==> config.mk <==
export PLATFORM = sky130hd
export DESIGN_NAME = sorted_priority_queue_unit
export DESIGN_NICKNAME = d
export VERILOG_FILES = /design/src/sv/spq_pkg.sv /design/src/sv/spq_cell.sv /design/src/sv/sorted_priority_queue_unit.sv
export SDC_FILE = /design/constraint.sdc
export NUM_CORES = 2
export LEC_CHECK = 0
export BUFFER_PORTS_ARGS = -buffer_cell sky130_fd_sc_hd__buf_2
export CORE_MARGIN = 1.5
export CORE_UTILIZATION = 58
export DETAILED_ROUTE_END_ITERATION = 8
export GPL_TIMING_DRIVEN = 0
export PLACE_DENSITY = 0.75
export SLEW_MARGIN = 20
export SYNTH_ARGS = -nofsm -noshare
export SYNTH_HDL_FRONTEND = slang
export SYNTH_SLANG_ARGS = --single-unit
==> constraint.sdc <==
create_clock -name i_clk -period 6.05 [get_ports i_clk]
set_clock_uncertainty 0.2 [all_clocks]
set_input_delay 0.605 -clock i_clk [delete_from_list [all_inputs] [get_ports i_clk]]
set_output_delay 0.605 -clock i_clk [all_outputs]
set_load 0.01 [all_outputs]
==> src/sv/spq_pkg.sv <==
// shared types and constants for the sorted priority queue
`default_nettype none

package spq_pkg;

    // request modes
    localparam logic MODE_ENQ = 1'b0;
    localparam logic MODE_DEQ = 1'b1;

    localparam int NODE_W = 8;
    localparam int COST_W = 16;
    localparam int KEY_W  = 16;
    localparam int OCC_W  = 5;

    // one stored queue entry
    typedef struct packed {
        logic [NODE_W-1:0] node;
        logic [COST_W-1:0] cost;
        logic [KEY_W-1:0]  key;
    } t_entry;

    // broadcast control from the top level to every cell
    typedef struct packed {
        logic   enq;
        logic   deq;
        t_entry new_entry;
    } t_cell_ctrl;

endpackage

`default_nettype wire

==> src/sv/spq_cell.sv <==
// one slot of the sorted shift-register queue
`default_nettype none

module spq_cell
    import spq_pkg::*;
(
    input  wire logic       i_clk,
    input  wire t_cell_ctrl i_ctrl,
    input  wire logic       i_occupied,
    input  wire logic       i_prev_less,
    input  wire t_entry     i_prev_entry,
    input  wire t_entry     i_next_entry,
    output t_entry          o_entry,
    output logic            o_less
);

    t_entry r_entry;
    t_entry n_entry;

    // stored key strictly below the incoming key: this slot stays put on enqueue
    assign o_less = i_occupied && (r_entry.key < i_ctrl.new_entry.key);

    // keep, take the new entry, shift down from the previous slot, or shift up
    always_comb begin
        n_entry = r_entry;
        if (i_ctrl.enq) begin
            if (o_less) begin
                n_entry = r_entry;
            end else if (i_prev_less) begin
                n_entry = i_ctrl.new_entry;
            end else begin
                n_entry = i_prev_entry;
            end
        end else if (i_ctrl.deq) begin
            n_entry = i_next_entry;
        end
    end

    always_ff @(posedge i_clk) begin
        r_entry <= n_entry;
    end

    assign o_entry = r_entry;

endmodule

`default_nettype wire

==> src/sv/sorted_priority_queue_unit.sv <==
// Sorted min-priority queue built as a chain of compare-and-shift cells.
// Input channel (i_in_valid / o_in_ready) carries one request: i_mode selects
// enqueue of (node, cost, key) or dequeue of the lowest-key entry. Entries
// are held in ascending key order; a new entry goes ahead of equal keys.
// Output channel (o_out_valid / i_out_ready) returns exactly one result per
// request: the dequeued entry with o_item_valid, or o_empty_error, or
// o_overflow when an enqueue met a full queue, plus the new occupancy.
// Every cell compares its key with the incoming key in parallel, so a request
// is applied in the cycle it is accepted and its result is shown the next
// cycle; throughput 1 request per cycle while the receiver does not stall.
// The result sits in an output register; a new request is taken while that
// register is empty or being drained in the same cycle. While the receiver
// stalls, o_in_ready drops and the queue contents hold.
// Synchronous active-low reset empties the queue and the output register;
// slot contents are not cleared, only the count.
`default_nettype none

module sorted_priority_queue_unit
    import spq_pkg::*;
#(
    parameter int CAPACITY = 16
) (
    input  wire logic              i_clk,
    input  wire logic              i_rst_n,
    input  wire logic              i_in_valid,
    output logic                   o_in_ready,
    input  wire logic              i_mode,
    input  wire logic [NODE_W-1:0] i_node_id,
    input  wire logic [COST_W-1:0] i_cost_so_far,
    input  wire logic [KEY_W-1:0]  i_priority_key,
    output logic                   o_out_valid,
    input  wire logic              i_out_ready,
    output logic                   o_item_valid,
    output logic [NODE_W-1:0]      o_out_node,
    output logic [COST_W-1:0]      o_out_cost,
    output logic [KEY_W-1:0]       o_out_key,
    output logic                   o_empty_error,
    output logic                   o_overflow,
    output logic [OCC_W-1:0]       o_occupancy
);

    localparam int CW = $clog2(CAPACITY + 1);

    logic          r_out_valid;
    logic          r_item_valid;
    t_entry        r_out_entry;
    logic          r_empty_error;
    logic          r_overflow;
    logic [CW-1:0] r_count;
    logic [CW-1:0] n_count;

    logic                  w_accept;
    logic                  w_full;
    logic                  w_empty;
    t_cell_ctrl            w_ctrl;
    t_entry                w_entry [CAPACITY];
    logic [CAPACITY-1:0]   w_less;
    logic [CW+OCC_W-1:0]   w_count_ext;

    // request handshake, output register frees when drained
    assign o_in_ready = !r_out_valid || i_out_ready;
    assign w_accept   = i_in_valid && o_in_ready;

    assign w_full  = (r_count == CW'(CAPACITY));
    assign w_empty = (r_count == '0);

    // broadcast control to the cells
    always_comb begin
        w_ctrl.enq            = w_accept && (i_mode == MODE_ENQ) && !w_full;
        w_ctrl.deq            = w_accept && (i_mode == MODE_DEQ) && !w_empty;
        w_ctrl.new_entry.node = i_node_id;
        w_ctrl.new_entry.cost = i_cost_so_far;
        w_ctrl.new_entry.key  = i_priority_key;
    end

    // chain of cells, slot 0 holds the lowest key
    for (genvar g = 0; g < CAPACITY; g++) begin : g_cell
        logic   w_prev_less;
        t_entry w_prev_entry;
        t_entry w_next_entry;

        if (g == 0) begin : g_head
            assign w_prev_less  = 1'b1;
            assign w_prev_entry = w_ctrl.new_entry;
        end else begin : g_body
            assign w_prev_less  = w_less[g-1];
            assign w_prev_entry = w_entry[g-1];
        end

        if (g == CAPACITY - 1) begin : g_tail
            assign w_next_entry = w_entry[g];
        end else begin : g_mid
            assign w_next_entry = w_entry[g+1];
        end

        spq_cell u_cell (
            .i_clk        (i_clk),
            .i_ctrl       (w_ctrl),
            .i_occupied   (CW'(g) < r_count),
            .i_prev_less  (w_prev_less),
            .i_prev_entry (w_prev_entry),
            .i_next_entry (w_next_entry),
            .o_entry      (w_entry[g]),
            .o_less       (w_less[g])
        );
    end

    // occupancy update
    always_comb begin
        n_count = r_count;
        if (w_ctrl.enq) begin
            n_count = r_count + CW'(1);
        end else if (w_ctrl.deq) begin
            n_count = r_count - CW'(1);
        end
    end

    always_ff @(posedge i_clk) begin
        if (!i_rst_n) begin
            r_count <= '0;
        end else begin
            r_count <= n_count;
        end
    end

    // output register control
    always_ff @(posedge i_clk) begin
        if (!i_rst_n) begin
            r_out_valid <= 1'b0;
        end else if (w_accept) begin
            r_out_valid <= 1'b1;
        end else if (i_out_ready) begin
            r_out_valid <= 1'b0;
        end
    end

    // output register payload
    always_ff @(posedge i_clk) begin
        if (w_accept) begin
            r_item_valid  <= w_ctrl.deq;
            r_out_entry   <= w_ctrl.deq ? w_entry[0] : '0;
            r_empty_error <= (i_mode == MODE_DEQ) && w_empty;
            r_overflow    <= (i_mode == MODE_ENQ) && w_full;
        end
    end

    // occupancy shown with the result, low bits of the count
    assign w_count_ext = {{OCC_W{1'b0}}, r_count};

    assign o_out_valid   = r_out_valid;
    assign o_item_valid  = r_item_valid;
    assign o_out_node    = r_out_entry.node;
    assign o_out_cost    = r_out_entry.cost;
    assign o_out_key     = r_out_entry.key;
    assign o_empty_error = r_empty_error;
    assign o_overflow    = r_overflow;
    assign o_occupancy   = w_count_ext[OCC_W-1:0];

endmodule

`default_nettype wire

==> results by group <==
Place
  – Setup WS pre-CTS: 1017 ps
  – # placed instances: ~5200
  – GPL Wtd Cong: 1.007
  – Port bufs: 94
  – Dpl hpwl: 118300 um

Logic synthesis
  – Post-synth EDFFs: approximately 680
  – Synthesis Warnings: 0
  – Mapped Avg Cell Area: approximately 10 um^2
  – Synth Instances: between 4000 and 5000
  – Primary FF master, synth: edfxtp_1
  – Post-synth top area share: 0.4851
  – Net Count, Synth: approximately 4500
  – Synth async-reset ratio: 0
  – Netlist cell types: 61
  – Mapped Area: between 40000 and 50000 um^2
  – Seq/Total Area, Yosys: 0.4879
  – Yosys top cell by area: edfxtp_1
  – Synth Register Bits: approximately 690
  – Synth top area cells: edfxtp_1 (49%), ha_1 (7.2%), o211ai_1 (7.2%)

Clock tree
  – Post-CTS Repair Setup Buffers: 0
  – CTS Sinks: 689
  – CTS-repair resized insts: 0
  – Hold Buf Count CTS: 0
  – Clock insertion delay at the later pin of the skew report: 650 ps
  – CTS Buf Count: 80
  – Root Driver: clkbuf_16
  – Worst-path clk slew: ~60 ps
  – CTS max path bufs: 3
  – CTS tree: done
  – H-tree depth: 3

Worst setup path
  – Worst reg2reg endpoint: g_cell[15].u_cell.o_entry[6]
  – CP max-delay cell: clkbuf_1
  – CP startpoint kind: register
  – CP Capture Point: g_cell[15].u_cell.o_entry[6]
  – CP arrival: between 5000 and 6000 ps
  – Req. time, crit path: about 6200 ps
  – Critical R2R Launch: o_occupancy[1]
  – Critical path class: register to register
  – Slowest stage delay, CP: ~910 ps
  – Setup slack, reg-to-reg: ~860 ps
  – Setup crit end kind: register
  – Crit path cell chain: buf_2 -> inv_1 -> ha_1 -> nand4bb_1 -> nand3b_1 -> buf_2 -> clkbuf_1 -> clkbuf_1 -> o31ai_4 -> buf_8
  – Cells on worst reg2reg path: 10
  – CP max FO: 15
  – Crit. Startpoint: o_occupancy[1]

Final layout
  – Commonest cells after routing, fill and taps aside: edfxtp_1 (683), nand2_1 (644), o211ai_1 (405), clkbuf_1 (324), a21oi_1 (308)
  – Commonest non-fill, non-tap cell in the layout: edfxtp_1
  – Nets: about 4700
  – Layout Cells excl Fill: 5385
  – Fin util: 0.6572
  – Area Overhead vs Synth: 11.68%
  – Fillers: a little under 6000
  – Proportion of layout cells with a drive suffix above 1: 0.08367

Timing
  – Final period util: 0.8575
  – Tightest Pin Transition: 1146 ps
  – RSZ-0062 raised after global routing: false
  – Final hold violations: 0
  – Tmin final: ~5200 ps
  – Pins Over Slew Limit: 0
  – Highest clock rate: roughly 0.19 GHz
  – WHS: ~27 ps
  – Endpoints failing setup: 0
  – Slew HR: 0.2358
  – Setup ws final: 862.1 ps

Power and ir drop
  – Lkg Pwr: 17.44 nW
  – Power density over cell area: 334.3 nW/um^2
  – Peak supply drop: 0.0002588 V

Die
  – Initial Util: 0.5884
  – Site row count: between 90 and 100
  – Die Ht: ~270 um
  – Core box area: between 70000 and 80000 um^2
  – Top Ports: 95
  – Die footprint: between 70000 and 80000 um^2
  – Overall die width: between 200 and 300 um

Route
  – Total iterations of the first detailed-routing run: 7
  – ANT nets after route: 0
  – DRC: 0
  – Wirelength per Cell: around 27 um
  – Routed met2 length: roughly 64000 um
  – DRT Wirelength: about 150000 um
  – Max layer used: met4
  – Met3 wire length: 18360 um
  – DR vias: about 38000
  – Starting DRT DRC Count: roughly 5200
  – DRT met1 WL: 57920 um
  – Via-per-instance ratio: roughly 7

GRT
  – Largest net degree at the start of global routing: 26
  – Total track usage: 0.3918
  – Grt ovf: 0
  – Vias in the first global route: about 36000
  – Initial antenna violation count: 2
  – Global-route wire length before repair: about 220000 um

Flow run
  – Max-cap viol count: 0

Outcome
  – Status: finished, final reports clean

Min path
  – Min-Delay Path Class: primary input to register
==> worst min-delay path by stage <==
stage                                      start                      endpoint  slack (ps)  depth (start not counted)
global route                          i_in_valid                   o_out_valid          50                          3
CTS                                   i_in_valid                   o_out_valid          20                          3
finish                                i_in_valid                   o_out_valid          30                          3
detailed placement  g_cell[1].u_cell.o_entry[17]  g_cell[0].u_cell.o_entry[17]         350                          2
global placement                     o_out_valid                   o_out_valid         340                          2
floorplan           g_cell[1].u_cell.o_entry[16]  g_cell[0].u_cell.o_entry[16]         320                          2
==> cell type report <==
cell class	count	area, um^2	area share
Timing Repair Buffer	113	935.9	0.01982
Inverter	25	93.84	0.001987
Tap cell	950	1189	0.02517
Antenna cell	1	2.502	0.00005299
Clock buffer	99	2125	0.04499
Multi-Input combinational cell	3026	19950	0.4225
Sequential cell	689	20630	0.4369
Clock inverter	48	516.7	0.01094
Buffer	434	1780	0.03770
==> state kept, by name, summed over array words and instances (netlist names) <==
register / flops
g_cell.u_cell.o_entry: 640
o_out_cost: 16
o_out_key: 16
o_out_node: 8
o_occupancy: 5
o_empty_error: 1
o_item_valid: 1
o_out_valid: 1
o_overflow: 1
==> cell families after synthesis <==
logic type	share of synthesized area
AOI/OAI and AO/OA	0.2253
xor gates and xnor gates	0.0006215
adders and majority gates	0.07191
buffers and inverters	0.04424
DFF	0.4879
and+or+nand+nor	0.1700
==> synth_stat cells (6+ instances only) <==
cell type and count:
nand4b_1 25, a22oi_1 81, clkbuf_1 310, a21oi_1 308, ha_1 243, o211ai_1 405
and4_1 9, nand2_1 645, or4_1 16, o21ai_1 8, nor3_1 24, nor2_1 163
and3_1 114, a21o_1 45, nand3_1 216, dfxtp_1 6, buf_1 12, and2_1 74
a211oi_1 11, a31oi_1 7, nand2b_1 17, o21ai_0 37, a211o_1 85, a221o_1 245
inv_1 24, buf_2 109, nand4_1 180, edfxtp_1 683
==> power breakdown <==
| group | switching (mW) | internal [mW] |
|---|---|---|
| registers | 0.612 | 6.33 |
| clock network | 2.06 | 2.92 |
| logic | 2.54 | 1.32 |
==> routing by layer <==
layer  up-vias  global-route usage
li1      16860                   -
met1     17970              0.5465
met2      2453              0.5959
met3       349             0.07012
met4         0              0.1825
met5         -                   0
==> per-stage QoR <==
step	cell area, um^2	power (mW)	setup TNS (ps)
2_1_floorplan	42290	9.294	-33140
3_3_place_gp	43950	10.51	-903230
3_5_place_dp	44580	10.74	0
4_1_cts	47220	15.63	0
5_1_grt	47220	16.31	0
6_report	47220	15.79	0
==> critical path, delay by kind of cell, from the launching register on <==
kind	cells	cell delay, ps
flip-flops	1	420
AND/OR/NAND/NOR	2	750
buffers and inverters	6	2830
AO/OA/AOI/OAI	1	370
adder cells (fa/ha/maj)	1	310
Note: power is estimated with default switching activity, not from simulation.
